==> src/rtl/rpu_pkg.sv <==
// Shared types and constants for the reaction propensity and update unit.
// Holds the microcode word layout, the step addresses and the microcode ROM.
// No dependencies.
package rpu_pkg;

    // Request codes on req_type.
    localparam logic [1:0] REQ_SET   = 2'd0;
    localparam logic [1:0] REQ_QUERY = 2'd1;
    localparam logic [1:0] REQ_FIRE  = 2'd2;

    // Result status codes.
    localparam logic [1:0] ST_OK    = 2'd0;
    localparam logic [1:0] ST_SAT   = 2'd1;
    localparam logic [1:0] ST_ORDER = 2'd2;
    localparam logic [1:0] ST_CLAMP = 2'd3;

    // Configuration register indexes.
    localparam logic [1:0] CFG_ACTIVE = 2'd0;
    localparam logic [1:0] CFG_RATE   = 2'd1;
    localparam logic [1:0] CFG_ORDERS = 2'd2;
    localparam logic [1:0] CFG_CHANGE = 2'd3;

    localparam int UPC_W = 5;
    typedef logic [UPC_W-1:0] upc_t;

    // Step addresses of the microprogram.
    localparam upc_t S_IDLE    = 5'd0;
    localparam upc_t S_SET     = 5'd1;
    localparam upc_t S_Q_START = 5'd2;
    localparam upc_t S_Q_CHK   = 5'd3;
    localparam upc_t S_Q_SPEC  = 5'd4;
    localparam upc_t S_Q_TERM  = 5'd5;
    localparam upc_t S_Q_MLO   = 5'd6;
    localparam upc_t S_Q_MHI   = 5'd7;
    localparam upc_t S_Q_ACC   = 5'd8;
    localparam upc_t S_Q_NEXT  = 5'd9;
    localparam upc_t S_Q_RATE  = 5'd10;
    localparam upc_t S_Q_RMLO  = 5'd11;
    localparam upc_t S_Q_RMHI  = 5'd12;
    localparam upc_t S_Q_FINAL = 5'd13;
    localparam upc_t S_Q_BAD   = 5'd14;
    localparam upc_t S_F_START = 5'd15;
    localparam upc_t S_F_STEP  = 5'd16;
    localparam upc_t S_F_END   = 5'd17;
    localparam upc_t S_EMIT    = 5'd18;

    typedef enum logic [3:0] {
        OP_WAIT,
        OP_NOP,
        OP_SET,
        OP_Q_INIT,
        OP_TERM,
        OP_MUL_LO,
        OP_MUL_HI,
        OP_ACC,
        OP_NEXT_SP,
        OP_LOAD_RATE,
        OP_FINAL,
        OP_BAD,
        OP_F_INIT,
        OP_F_UPD,
        OP_F_STAT,
        OP_EMIT
    } op_t;

    typedef enum logic [2:0] {
        C_NONE,
        C_ALWAYS,
        C_INACTIVE,
        C_BAD_ORDER,
        C_FEW,
        C_K_DONE,
        C_MORE_SP,
        C_RATE_ZERO
    } cond_t;

    typedef struct packed {
        op_t   op;
        cond_t cond;
        upc_t  target;
    } ctrl_t;

    // Datapath status seen by the sequencer's jump logic.
    typedef struct packed {
        logic inactive;
        logic bad_order;
        logic few;
        logic k_done;
        logic more_sp;
        logic rate_zero;
        logic emit_hold;
    } flags_t;

    function automatic ctrl_t uword(input op_t op, input cond_t cond, input upc_t target);
        ctrl_t w;
        w.op     = op;
        w.cond   = cond;
        w.target = target;
        return w;
    endfunction

    // The condition of a step is tested on the state before that step's operation.
    function automatic ctrl_t ucode_rom(input upc_t addr);
        ctrl_t w;
        case (addr)
            S_IDLE:    w = uword(OP_WAIT,      C_NONE,      S_IDLE);
            S_SET:     w = uword(OP_SET,       C_ALWAYS,    S_EMIT);
            S_Q_START: w = uword(OP_Q_INIT,    C_INACTIVE,  S_EMIT);
            S_Q_CHK:   w = uword(OP_NOP,       C_BAD_ORDER, S_Q_BAD);
            S_Q_SPEC:  w = uword(OP_NOP,       C_FEW,       S_EMIT);
            S_Q_TERM:  w = uword(OP_TERM,      C_K_DONE,    S_Q_NEXT);
            S_Q_MLO:   w = uword(OP_MUL_LO,    C_NONE,      S_IDLE);
            S_Q_MHI:   w = uword(OP_MUL_HI,    C_NONE,      S_IDLE);
            S_Q_ACC:   w = uword(OP_ACC,       C_ALWAYS,    S_Q_TERM);
            S_Q_NEXT:  w = uword(OP_NEXT_SP,   C_MORE_SP,   S_Q_SPEC);
            S_Q_RATE:  w = uword(OP_LOAD_RATE, C_RATE_ZERO, S_EMIT);
            S_Q_RMLO:  w = uword(OP_MUL_LO,    C_NONE,      S_IDLE);
            S_Q_RMHI:  w = uword(OP_MUL_HI,    C_NONE,      S_IDLE);
            S_Q_FINAL: w = uword(OP_FINAL,     C_ALWAYS,    S_EMIT);
            S_Q_BAD:   w = uword(OP_BAD,       C_ALWAYS,    S_EMIT);
            S_F_START: w = uword(OP_F_INIT,    C_INACTIVE,  S_EMIT);
            S_F_STEP:  w = uword(OP_F_UPD,     C_MORE_SP,   S_F_STEP);
            S_F_END:   w = uword(OP_F_STAT,    C_NONE,      S_IDLE);
            S_EMIT:    w = uword(OP_EMIT,      C_ALWAYS,    S_IDLE);
            default:   w = uword(OP_NOP,       C_ALWAYS,    S_IDLE);
        endcase
        return w;
    endfunction

    // Entry step of the microprogram for each request type.
    function automatic upc_t dispatch(input logic [1:0] req);
        upc_t a;
        unique case (req)
            REQ_SET:   a = S_SET;
            REQ_QUERY: a = S_Q_START;
            REQ_FIRE:  a = S_F_START;
            default:   a = S_EMIT;
        endcase
        return a;
    endfunction

endpackage

==> src/rtl/rpu_seq.sv <==
// Microcode sequencer: step counter, ROM fetch and conditional jumps.
// Depends on rpu_pkg for the control word, flags and the microcode ROM.
module rpu_seq (
    input  logic            clk,
    input  logic            rst_n,
    input  logic            start,
    input  logic [1:0]      req_type,
    input  rpu_pkg::flags_t flags,
    output rpu_pkg::ctrl_t  ctrl
);

    rpu_pkg::upc_t upc_reg;
    rpu_pkg::upc_t upc_next;
    logic          taken;

    assign ctrl = rpu_pkg::ucode_rom(upc_reg);

    always_comb
    begin
        unique case (ctrl.cond)
            rpu_pkg::C_NONE:      taken = 1'b0;
            rpu_pkg::C_ALWAYS:    taken = 1'b1;
            rpu_pkg::C_INACTIVE:  taken = flags.inactive;
            rpu_pkg::C_BAD_ORDER: taken = flags.bad_order;
            rpu_pkg::C_FEW:       taken = flags.few;
            rpu_pkg::C_K_DONE:    taken = flags.k_done;
            rpu_pkg::C_MORE_SP:   taken = flags.more_sp;
            rpu_pkg::C_RATE_ZERO: taken = flags.rate_zero;
            default:              taken = 1'b0;
        endcase
    end

    always_comb
    begin
        priority if (ctrl.op == rpu_pkg::OP_WAIT)
        begin
            upc_next = start ? rpu_pkg::dispatch(req_type) : upc_reg;
        end
        else if (ctrl.op == rpu_pkg::OP_EMIT && flags.emit_hold)
        begin
            // The previous result is still waiting in the output register.
            upc_next = upc_reg;
        end
        else if (taken)
        begin
            upc_next = ctrl.target;
        end
        else
        begin
            upc_next = upc_reg + rpu_pkg::upc_t'(1);
        end
    end

    always_ff @(posedge clk or negedge rst_n)
    begin
        if (!rst_n)
        begin
            upc_reg <= rpu_pkg::S_IDLE;
        end
        else
        begin
            upc_reg <= upc_next;
        end
    end

endmodule

==> src/rtl/reaction_propensity_and_update_unit.sv <==
// Top level of the reaction propensity and update unit: count store, datapath, output register.
// Depends on rpu_pkg and rpu_seq.
//
// One request is worked at a time by a microcoded sequence over one shared
// 32x32 multiplier. A fire request updates one species per cycle. In a query,
// each factor of the falling factorial costs two multiplier passes (low and
// high half of the 64-bit product) plus an accumulate step; an inactive or
// bad-order query ends early, and a species with too few molecules ends the
// walk early. The result sits in an output register, so the next request is
// taken while it waits; a request only stalls at its last step if that
// register is still full.
module reaction_propensity_and_update_unit #(
    parameter int NSPECS      = 16,
    parameter int COUNT_WIDTH = 32
) (
    input  logic        clk,
    input  logic        rst_n,
    input  logic        cfg_wen,
    input  logic [1:0]  cfg_index,
    input  logic [63:0] cfg_data,
    input  logic        in_valid,
    output logic        in_stall,
    input  logic [1:0]  req_type,
    input  logic [3:0]  species,
    input  logic [31:0] count_value,
    output logic        out_valid,
    input  logic        out_stall,
    output logic [63:0] propensity,
    output logic [1:0]  status
);

    localparam int SP_W = (NSPECS > 1) ? $clog2(NSPECS) : 1;
    localparam int FW   = COUNT_WIDTH + 2;

    rpu_pkg::ctrl_t  ctrl;
    rpu_pkg::flags_t flags;
    logic            in_accept;

    // Configuration registers.
    logic        active_reg;
    logic [31:0] rate_reg;
    logic [47:0] orders_reg;
    logic [63:0] change_reg;

    // Molecule counts.
    logic [COUNT_WIDTH-1:0] cnt_reg [NSPECS];
    logic                   cnt_wen;
    logic [SP_W-1:0]        cnt_widx;
    logic [COUNT_WIDTH-1:0] cnt_wdata;

    // Datapath registers.
    logic [3:0]             req_species_reg;
    logic [COUNT_WIDTH-1:0] req_count_reg;
    logic [SP_W-1:0]        sp_reg, sp_next;
    logic [2:0]             k_reg, k_next;
    logic [63:0]            h_reg, h_next;
    logic                   sat_reg, sat_next;
    logic                   clamp_reg, clamp_next;
    logic [31:0]            b_reg, b_next;
    logic [63:0]            plo_reg, plo_next;
    logic [63:0]            phi_reg, phi_next;
    logic [63:0]            res_prop_reg, res_prop_next;
    logic [1:0]             res_status_reg, res_status_next;

    logic        out_valid_reg, out_valid_next;
    logic [63:0] propensity_reg;
    logic [1:0]  status_reg;

    logic [2:0]             ord_arr [NSPECS];
    logic signed [3:0]      delta_arr [NSPECS];
    logic [COUNT_WIDTH-1:0] cnt_cur;
    logic [2:0]             ord_cur;
    logic signed [3:0]      delta_cur;
    logic                   bad_order;
    logic [31:0]            mul_a;
    logic [63:0]            mul_p;
    logic [64:0]            comb_sum;
    logic                   comb_ovf;
    logic signed [FW-1:0]   fire_sum;
    logic [COUNT_WIDTH-1:0] fire_val;
    logic                   fire_clamp;
    logic                   emit_go;

    rpu_seq u_seq (
        .clk      (clk),
        .rst_n    (rst_n),
        .start    (in_accept),
        .req_type (req_type),
        .flags    (flags),
        .ctrl     (ctrl)
    );

    assign in_stall  = (ctrl.op != rpu_pkg::OP_WAIT);
    assign in_accept = in_valid && !in_stall;

    for (genvar i = 0; i < NSPECS; i++)
    begin : g_unpack
        assign ord_arr[i]   = orders_reg[3*i +: 3];
        assign delta_arr[i] = change_reg[4*i +: 4];
    end

    always_comb
    begin
        bad_order = 1'b0;
        for (int i = 0; i < NSPECS; i++)
        begin
            bad_order = bad_order | (ord_arr[i][2] & (ord_arr[i][1] | ord_arr[i][0]));
        end
    end

    assign cnt_cur   = cnt_reg[sp_reg];
    assign ord_cur   = ord_arr[sp_reg];
    assign delta_cur = delta_arr[sp_reg];

    assign flags.inactive  = !active_reg;
    assign flags.bad_order = bad_order;
    assign flags.few       = (cnt_cur < COUNT_WIDTH'(ord_cur));
    assign flags.k_done    = (k_reg == ord_cur);
    assign flags.more_sp   = (sp_reg != SP_W'(NSPECS - 1));
    assign flags.rate_zero = (rate_reg == 32'd0);
    assign flags.emit_hold = out_valid_reg && out_stall;

    // A 64 x 32 product is formed from two 32 x 32 halves; the high half is
    // shifted up by 32 and any bit beyond 64 means saturation.
    assign mul_a    = (ctrl.op == rpu_pkg::OP_MUL_HI) ? h_reg[63:32] : h_reg[31:0];
    assign mul_p    = mul_a * b_reg;
    assign comb_sum = {1'b0, phi_reg[31:0], 32'd0} + {1'b0, plo_reg};
    assign comb_ovf = (phi_reg[63:32] != 32'd0) || comb_sum[64];

    always_comb
    begin
        fire_sum   = $signed({2'b00, cnt_cur}) + FW'(delta_cur);
        fire_clamp = 1'b0;
        fire_val   = fire_sum[COUNT_WIDTH-1:0];
        if (fire_sum[FW-1])
        begin
            fire_val   = '0;
            fire_clamp = 1'b1;
        end
        else if (fire_sum[COUNT_WIDTH])
        begin
            fire_val   = '1;
            fire_clamp = 1'b1;
        end
    end

    always_comb
    begin
        sp_next         = sp_reg;
        k_next          = k_reg;
        h_next          = h_reg;
        sat_next        = sat_reg;
        clamp_next      = clamp_reg;
        b_next          = b_reg;
        plo_next        = plo_reg;
        phi_next        = phi_reg;
        res_prop_next   = res_prop_reg;
        res_status_next = res_status_reg;
        cnt_wen         = 1'b0;
        cnt_widx        = sp_reg;
        cnt_wdata       = fire_val;

        if (in_accept)
        begin
            res_prop_next   = 64'd0;
            res_status_next = rpu_pkg::ST_OK;
        end

        case (ctrl.op)
            rpu_pkg::OP_SET:
            begin
                cnt_wen   = ({1'b0, req_species_reg} < 5'(NSPECS));
                cnt_widx  = req_species_reg[SP_W-1:0];
                cnt_wdata = req_count_reg;
            end
            rpu_pkg::OP_Q_INIT:
            begin
                h_next   = 64'd1;
                sat_next = 1'b0;
                sp_next  = '0;
                k_next   = 3'd0;
            end
            rpu_pkg::OP_TERM:
            begin
                b_next = 32'(cnt_cur - COUNT_WIDTH'(k_reg));
                k_next = k_reg + 3'd1;
            end
            rpu_pkg::OP_MUL_LO:
            begin
                plo_next = mul_p;
            end
            rpu_pkg::OP_MUL_HI:
            begin
                phi_next = mul_p;
            end
            rpu_pkg::OP_ACC:
            begin
                h_next   = comb_ovf ? '1 : comb_sum[63:0];
                sat_next = sat_reg | comb_ovf;
            end
            rpu_pkg::OP_NEXT_SP:
            begin
                sp_next = sp_reg + SP_W'(1);
                k_next  = 3'd0;
            end
            rpu_pkg::OP_LOAD_RATE:
            begin
                b_next = rate_reg;
            end
            rpu_pkg::OP_FINAL:
            begin
                if (sat_reg || comb_ovf)
                begin
                    res_prop_next   = '1;
                    res_status_next = rpu_pkg::ST_SAT;
                end
                else
                begin
                    res_prop_next   = comb_sum[63:0];
                    res_status_next = rpu_pkg::ST_OK;
                end
            end
            rpu_pkg::OP_BAD:
            begin
                res_status_next = rpu_pkg::ST_ORDER;
            end
            rpu_pkg::OP_F_INIT:
            begin
                sp_next    = '0;
                clamp_next = 1'b0;
            end
            rpu_pkg::OP_F_UPD:
            begin
                cnt_wen    = 1'b1;
                clamp_next = clamp_reg | fire_clamp;
                sp_next    = sp_reg + SP_W'(1);
            end
            rpu_pkg::OP_F_STAT:
            begin
                res_status_next = clamp_reg ? rpu_pkg::ST_CLAMP : rpu_pkg::ST_OK;
            end
            default:
            begin
            end
        endcase
    end

    assign emit_go = (ctrl.op == rpu_pkg::OP_EMIT) && !flags.emit_hold;

    always_comb
    begin
        if (emit_go)
        begin
            out_valid_next = 1'b1;
        end
        else
        begin
            out_valid_next = out_valid_reg && out_stall;
        end
    end

    always_ff @(posedge clk or negedge rst_n)
    begin
        if (!rst_n)
        begin
            active_reg <= 1'b1;
            rate_reg   <= 32'd0;
            orders_reg <= 48'd0;
            change_reg <= 64'd0;
        end
        else if (cfg_wen)
        begin
            unique case (cfg_index)
                rpu_pkg::CFG_ACTIVE: active_reg <= cfg_data[0];
                rpu_pkg::CFG_RATE:   rate_reg   <= cfg_data[31:0];
                rpu_pkg::CFG_ORDERS: orders_reg <= cfg_data[47:0];
                rpu_pkg::CFG_CHANGE: change_reg <= cfg_data;
                default:
                begin
                end
            endcase
        end
    end

    always_ff @(posedge clk or negedge rst_n)
    begin
        if (!rst_n)
        begin
            for (int i = 0; i < NSPECS; i++)
            begin
                cnt_reg[i] <= '0;
            end
        end
        else if (cnt_wen)
        begin
            cnt_reg[cnt_widx] <= cnt_wdata;
        end
    end

    always_ff @(posedge clk or negedge rst_n)
    begin
        if (!rst_n)
        begin
            out_valid_reg <= 1'b0;
        end
        else
        begin
            out_valid_reg <= out_valid_next;
        end
    end

    always_ff @(posedge clk)
    begin
        if (in_accept)
        begin
            req_species_reg <= species;
            req_count_reg   <= count_value[COUNT_WIDTH-1:0];
        end
        sp_next_dummy_free: begin
        end
        sp_reg         <= sp_next;
        k_reg          <= k_next;
        h_reg          <= h_next;
        sat_reg        <= sat_next;
        clamp_reg      <= clamp_next;
        b_reg          <= b_next;
        plo_reg        <= plo_next;
        phi_reg        <= phi_next;
        res_prop_reg   <= res_prop_next;
        res_status_reg <= res_status_next;
        if (emit_go)
        begin
            propensity_reg <= res_prop_reg;
            status_reg     <= res_status_reg;
        end
    end

    assign out_valid  = out_valid_reg;
    assign propensity = propensity_reg;
    assign status     = status_reg;

endmodule

==> config.mk <==
export PLATFORM = sky130hd
export DESIGN_NAME = reaction_propensity_and_update_unit
export DESIGN_NICKNAME = d
export VERILOG_FILES = /design/src/rtl/rpu_pkg.sv /design/src/rtl/rpu_seq.sv /design/src/rtl/reaction_propensity_and_update_unit.sv
export SDC_FILE = /design/constraint.sdc
export NUM_CORES = 2
export LEC_CHECK = 0
export BUFFER_PORTS_ARGS = -buffer_cell sky130_fd_sc_hd__buf_2
export CORE_MARGIN = 2
export CORE_UTILIZATION = 40
export DETAILED_ROUTE_END_ITERATION = 10
export GPL_TIMING_DRIVEN = 0
export PLACE_DENSITY = 0.66
export SLEW_MARGIN = 0
export SYNTH_ARGS = -nofsm -noshare
export SYNTH_HDL_FRONTEND = slang
export SYNTH_SLANG_ARGS = --single-unit
==> constraint.sdc <==
create_clock -name clk -period 14.33 [get_ports clk]
set_clock_uncertainty 0.2 [all_clocks]
set_input_delay 3.5825 -clock clk [delete_from_list [all_inputs] [get_ports clk]]
set_output_delay 3.5825 -clock clk [all_outputs]
set_load 0.01 [all_outputs]
Word-level counts from Yosys, hierarchy flattened
Memories as Yosys holds them, arrays and structs flattened. Index checks and enable logic that the tools add are counted.

Bits in registers: 1064. Bits in read-only memories: 384. Bits of input ports: 109. Word-level logic and storage cells: 203. Memories kept: 1.

Memories: (no name shown) (words 32, width 12, rd ports 1, clocked after memory_dff 0, wr ports 0, line rpu_pkg.sv:105) `case (addr)`.

$add $sub $neg: 6. $mul: 1. Magnitude comparators: 4. Equal/unequal tests: 30. Multiplexer cells: 41. Bitwise gates (word level): 51. Reduce and logical (&&, ||, !) cells: 33.

Operator list (number): $bwmux W512 (1); $mux W64 (4); $mux W32 (7); $bmux W32 S4 (1); $demux W32 S4 (1); $pmux W64 S2 (1); $add A64 B64 Y65 (1); $mul A32 B32 Y64 (1); $pmux W32 S2 (1); $add A33 B4 Y34 (1); $or A1 B1 Y1 (33); $eq A4 B4 Y1 const B (8); $logic_not A32 Y1 (1); $lt A32 B3 Y1 (1); $reduce_bool A32 Y1 (1); $sub A32 B3 Y32 (1); $mux W5 (4); $and A1 B1 Y1 (16); $bmux W4 S4 (1); $eq A4 B3 Y1 const B (4); $pmux W5 S3 (1); $bmux W3 S4 (1); $eq A3 B3 Y1 const B (4); $mux W4 (3); 32 further kinds (68).

Longest topological paths before layout
Depth in word-level cells: 21. Gate-level depth with buffers: 38. Gate-level depth less buffers: 36.

Hierarchy
A second synthesis with hierarchy kept.

Cells, all modules: 7599. Area total of the unflattened synthesis: 81338.0 um^2.

By module, submodules not included: reaction_propensity_and_update_unit (times used 1, cells an instance 7473, area an instance 80348.3 um^2); rpu_seq (times used 1, cells an instance 126, area an instance 989.7 um^2).

Worst setup path before layout
Ideal clock, no wire load.

Path type: flip-flop to flip-flop. Start point: register u_seq.upc_reg[1]. End point: register phi_reg[62], data pin. Library setup time: 278 ps. Arrival: 11480 ps. Required time: 13852 ps. Path slack: 2372 ps. Stages on the path, launching flop included: 37. Path buffers: 2. Cells stage by stage: dfrtp_1 inv_1 ha_1 inv_1 mux4_2 o32ai_1 nand2b_1 nor2_1 clkbuf_1 mux2_2 clkbuf_1 and2_1 fa_1 inv_1 fa_1 inv_1 fa_1 inv_1 fa_1 inv_1 fa_1 fa_1 fa_1 inv_1 fa_1 inv_1 ha_1 nand2_1 nor2_1 nand3_1 or2_2 a2bb2oi_1 a21oi_1 o31ai_1 o31ai_1 a21oi_1 or4_1.

Longest elaborated chain between the ends: 4.

Ends and longest elaborated chain: start, declared (line rpu_seq.sv:12) `rpu_pkg::upc_t upc_reg;`; start signal, assigned (line rpu_seq.sv:58) `upc_reg <= rpu_pkg::S_IDLE;`; start signal, assigned (line rpu_seq.sv:62) `upc_reg <= upc_next;`; $mem_v2 Z32 W12; $eq A4 B3 Y1 (line reaction_propensity_and_update_unit.sv:125) `assign mul_a = (ctrl.op == rpu_pkg::OP_MUL_HI) ? h_reg[63:32] : h_reg[31:0];`; $mux W32 (line reaction_propensity_and_update_unit.sv:125); $mul A32 B32 Y64 (line reaction_propensity_and_update_unit.sv:126) `assign mul_p = mul_a * b_reg;`; named net mul_p[62] (line reaction_propensity_and_update_unit.sv:76) `logic [63:0] mul_p;`; end signal, assigned (line reaction_propensity_and_update_unit.sv:328) `phi_reg <= phi_next;`; end, declared (line reaction_propensity_and_update_unit.sv:61) `logic [63:0] phi_reg, phi_next;`.

The timed path passes the listed nets, and every way through them passes these cells. A chain may end at the register's enable or synchronous reset.

Final worst setup path
Start point: register u_seq.upc_reg[1]. End point: register plo_reg[62], data pin.

Longest elaborated chain between the ends: 4.

Ends and longest elaborated chain: $mem_v2 Z32 W12; $eq A4 B3 Y1 (line reaction_propensity_and_update_unit.sv:125); $mux W32 (line reaction_propensity_and_update_unit.sv:125); $mul A32 B32 Y64 (line reaction_propensity_and_update_unit.sv:126); named net mul_p[62] (line reaction_propensity_and_update_unit.sv:76); end signal, assigned (line reaction_propensity_and_update_unit.sv:327) `plo_reg <= plo_next;`; end, declared (line reaction_propensity_and_update_unit.sv:60) `logic [63:0] plo_reg, plo_next;`.

The timed path passes the listed nets, and every way through them passes these cells.

==> results.yml <==
yosys:
  synthFlopType: "dfrtp_1"
  synth_area_per_cell_sq_um: 11.4
  muxShareOfSynthArea: 0.124
  yosysWarnings: 0
  ys_types: 103
  synth_edf_count: 401
  synth.most_common_cell: "inv_1"
  synthTopCellsByArea: "fa_1 (22%), dfrtp_1 (20%), edfxtp_1 (15%)"
  synth_compound_area_frac: 0.0624
  synth_top_area_frac: 0.219
  post-synth-top-area-cell: "fa_1"
  async_flop_share: 0.623
  ys_ff_latch: 1064
  syn-num-nets: 8573
  synth_top_family_by_area: "adder cells"
  synthAdderAreaFrac: 0.271
  ys_seq_area_frac: 0.349
  synthTopCellsByCount: "inv_1 (909), fa_1 (899), dfrtp_1 (662), nand2_1 (637), and2_1 (616)"
  synthXorXnorAreaFrac: 0.0148
  yosys.area_share.simple: 0.114
  syn_inst: 7222
  netlist_area_sq_um: 82200
critical_path:
  cp.arrival_ns: 13.60
  regToRegStartpoint: "u_seq.upc_reg[1]"
  cp-start-kind: "flip-flop"
  r2r-end: "plo_reg[62]"
  path_class: "flip-flop to flip-flop"
  crit_start: "u_seq.upc_reg[1]"
  critPathCaptureType: "flip-flop"
  rrSetupSlack_ns: 0.99
  critical_path.max_stage_delay_ns: 0.81
  critPathMaxFanout: 56
  crit_top_cell: "fa_1"
  required_ns: 14.59
  cp_slowest_cell: "nor2_1"
  r2r_cells: 35
timing:
  layout_setup_ws_ns: 0.990
  worst_pin_slew_ns: 1.49
  fmax_mhz: 75.0
  rsz0062_at_grt: "no"
  slew_headroom: 0.00811
  setup_violations: 0
  hold_viol_final: 0
  fin_crit_ns: 13.34
  post-route-period-util: 0.931
  slew_violations: 0
  timing.setup.tns_ns: 0
clocking:
  clk_latency_ns: 0.82
  cts-root-buf: "clkbuf_16"
  cts_sinks: 1064
  htree_levels: 3
  cts_buffers: 112
  clk_path_buf_depth: 3
  tritoncts: "yes"
  cts_resized: 0
  post_cts_buffers: 0
  cts-hold-fix-buffers: 0
  path_clk_slew_ns: 0.06
grt:
  antenna_found_initial: 28
  grt_max_degree: 128
  grt_pass1_vias: 60700
  grtUsageTotal: 0.280
  grt_pass1_wl_um: 423000
  grt.overflow.total: 0
floorplan:
  start_util: 0.402
  core_sq_um: 204000
  fp.dieW_um: 457
  die_area_sq_um: 209000
  die_h_um: 457
  rows: 166
  ios: 177
hold_path:
  holdPathStages: 0
  min_path_type: "flip-flop to flip-flop"
  worstHoldStart: "res_prop_reg[57]"
  hold-path-endpoint: "propensity[57]"
layout:
  largest_register_ffs: 512
  synthToLayoutAreaGrowth_pct: 10.4
  fin_nets: 8877
  n_fill_cell: 19100
  instances_no_fill: 10300
  drive_gt1_frac: 0.167
route:
  num_vias: 58400
  viasPerCell: 5.66
  drtIter0Drc: 6261
  ant_nets: 0
  finalWirelength_um: 293000
  wl_per_cell_um: 28.4
  drc: 0
  drt_first_pass_iters: 6
placed_design:
  gp_congestion: 1.05
  portBuffers: 176
  dp_hpwl_um: 231000
  placed_cells: 10100
  place_ws_ns: 1.18
status:
  status: "finished, violations left"
  violations: "capacitance limit"
run:
  max_cap_viol_count: 1
## cell families after synthesis
family	count (synthesis)
multiplexers	734
XOR/XNOR	139
AO/OA/AOI/OAI	784
flip-flops	1064
adder cells (fa/ha/maj)	1242
buffers and inverters	1359
AND/OR/NAND/NOR	1900
## critical path: cells and delay by family, from the launching register on
kind	cells	cell delay [ns]
flip-flops	1	0.51
AND/OR/NAND/NOR	8	2.63
adder cells (fa/ha/maj)	10	4.81
AO/OA/AOI/OAI	6	1.89
buffers and inverters	9	2.19
multiplexers	2	0.78
## cells in the final DEF, fill, tap and decap left out, types with 16 or more instances in the layout
cell type | synthesis | final
clkbuf_1 | 342 | 352
o21ai_0 | 121 | 121
nor3_1 | 33 | 33
a21oi_1 | 231 | 230
xnor2_1 | 78 | 78
nand4_1 | 26 | 26
clkbuf_8 | 0 | 17
buf_1 | 20 | 19
nor4_1 | 22 | 22
clkinv_2 | 0 | 29
nand2_1 | 637 | 636
xor2_1 | 61 | 61
nand2b_1 | 35 | 35
mux2_2 | 560 | 560
mux4_2 | 170 | 170
a31oi_1 | 128 | 128
o21a_1 | 26 | 26
a22oi_1 | 46 | 46
clkbuf_16 | 0 | 115
edfxtp_1 | 401 | 401
buf_4 | 19 | 19
a21o_1 | 54 | 54
nand3_1 | 43 | 43
buf_2 | 56 | 232
ha_1 | 343 | 343
and2_1 | 616 | 616
diode_2 | 0 | 16
nor2_1 | 377 | 376
and3_1 | 22 | 22
nor2b_1 | 21 | 20
dfrtp_1 | 662 | 662
fa_1 | 899 | 899
o211ai_1 | 16 | 16
inv_1 | 909 | 908
## per-stage QoR
stage | util | hold WS (ns) | instance area [sq um]
6_report | 0.444 | 0.199 | 90700
5_1_grt | 0.443 | 0.212 | 90600
4_1_cts | 0.443 | 0.198 | 90600
3_5_place_dp | 0.425 | 0.205 | 86800
3_3_place_gp | 0.423 | 0.206 | 86400
2_1_floorplan | - | 0.200 | 82200
## final cells by class
class	count	area (sq um)	share of cell area
clock buffers	143	3150	0.0348
flip-flops and latches	1064	28600	0.316
clock inverters	66	704	0.00777
well taps	2688	3360	0.0371
diodes	16	40.0	0.000442
repair buffers	190	1210	0.0134
multi-input cells	4799	48200	0.532
inverters	912	3420	0.0378
plain buffers	447	1900	0.0209
## metal layers
| metal | GRT usage | vias to the layer above | share of wire |
|---|---|---|---|
| li1 | - | 24500 | - |
| met1 | 0.356 | 30400 | 0.38 |
| met3 | 0.0583 | 722 | 0.087 |
| met4 | 0.174 | 12 | 0.074 |
| met2 | 0.439 | 2877 | 0.46 |
| met5 | 0 | - | 0.00028 |
## how the worst max path moves through the flow
| stage | endpoint | slack, ns | cells after the start |
|---|---|---|---|
| 2_1_floorplan | phi_reg[62] | 2.37 | 36 |
| 3_3_place_gp | cnt_reg[368] | -4.04 | 1 |
| 3_5_place_dp | plo_reg[62] | 1.18 | 35 |
| 4_1_cts | plo_reg[62] | 1.14 | 35 |
| 5_1_grt | plo_reg[62] | 0.60 | 35 |
| 6_report | plo_reg[62] | 0.99 | 35 |
Power is left out: the tool's default activity adds up to more than one toggle a clock period on the data nets, which glitch-free logic cannot reach.
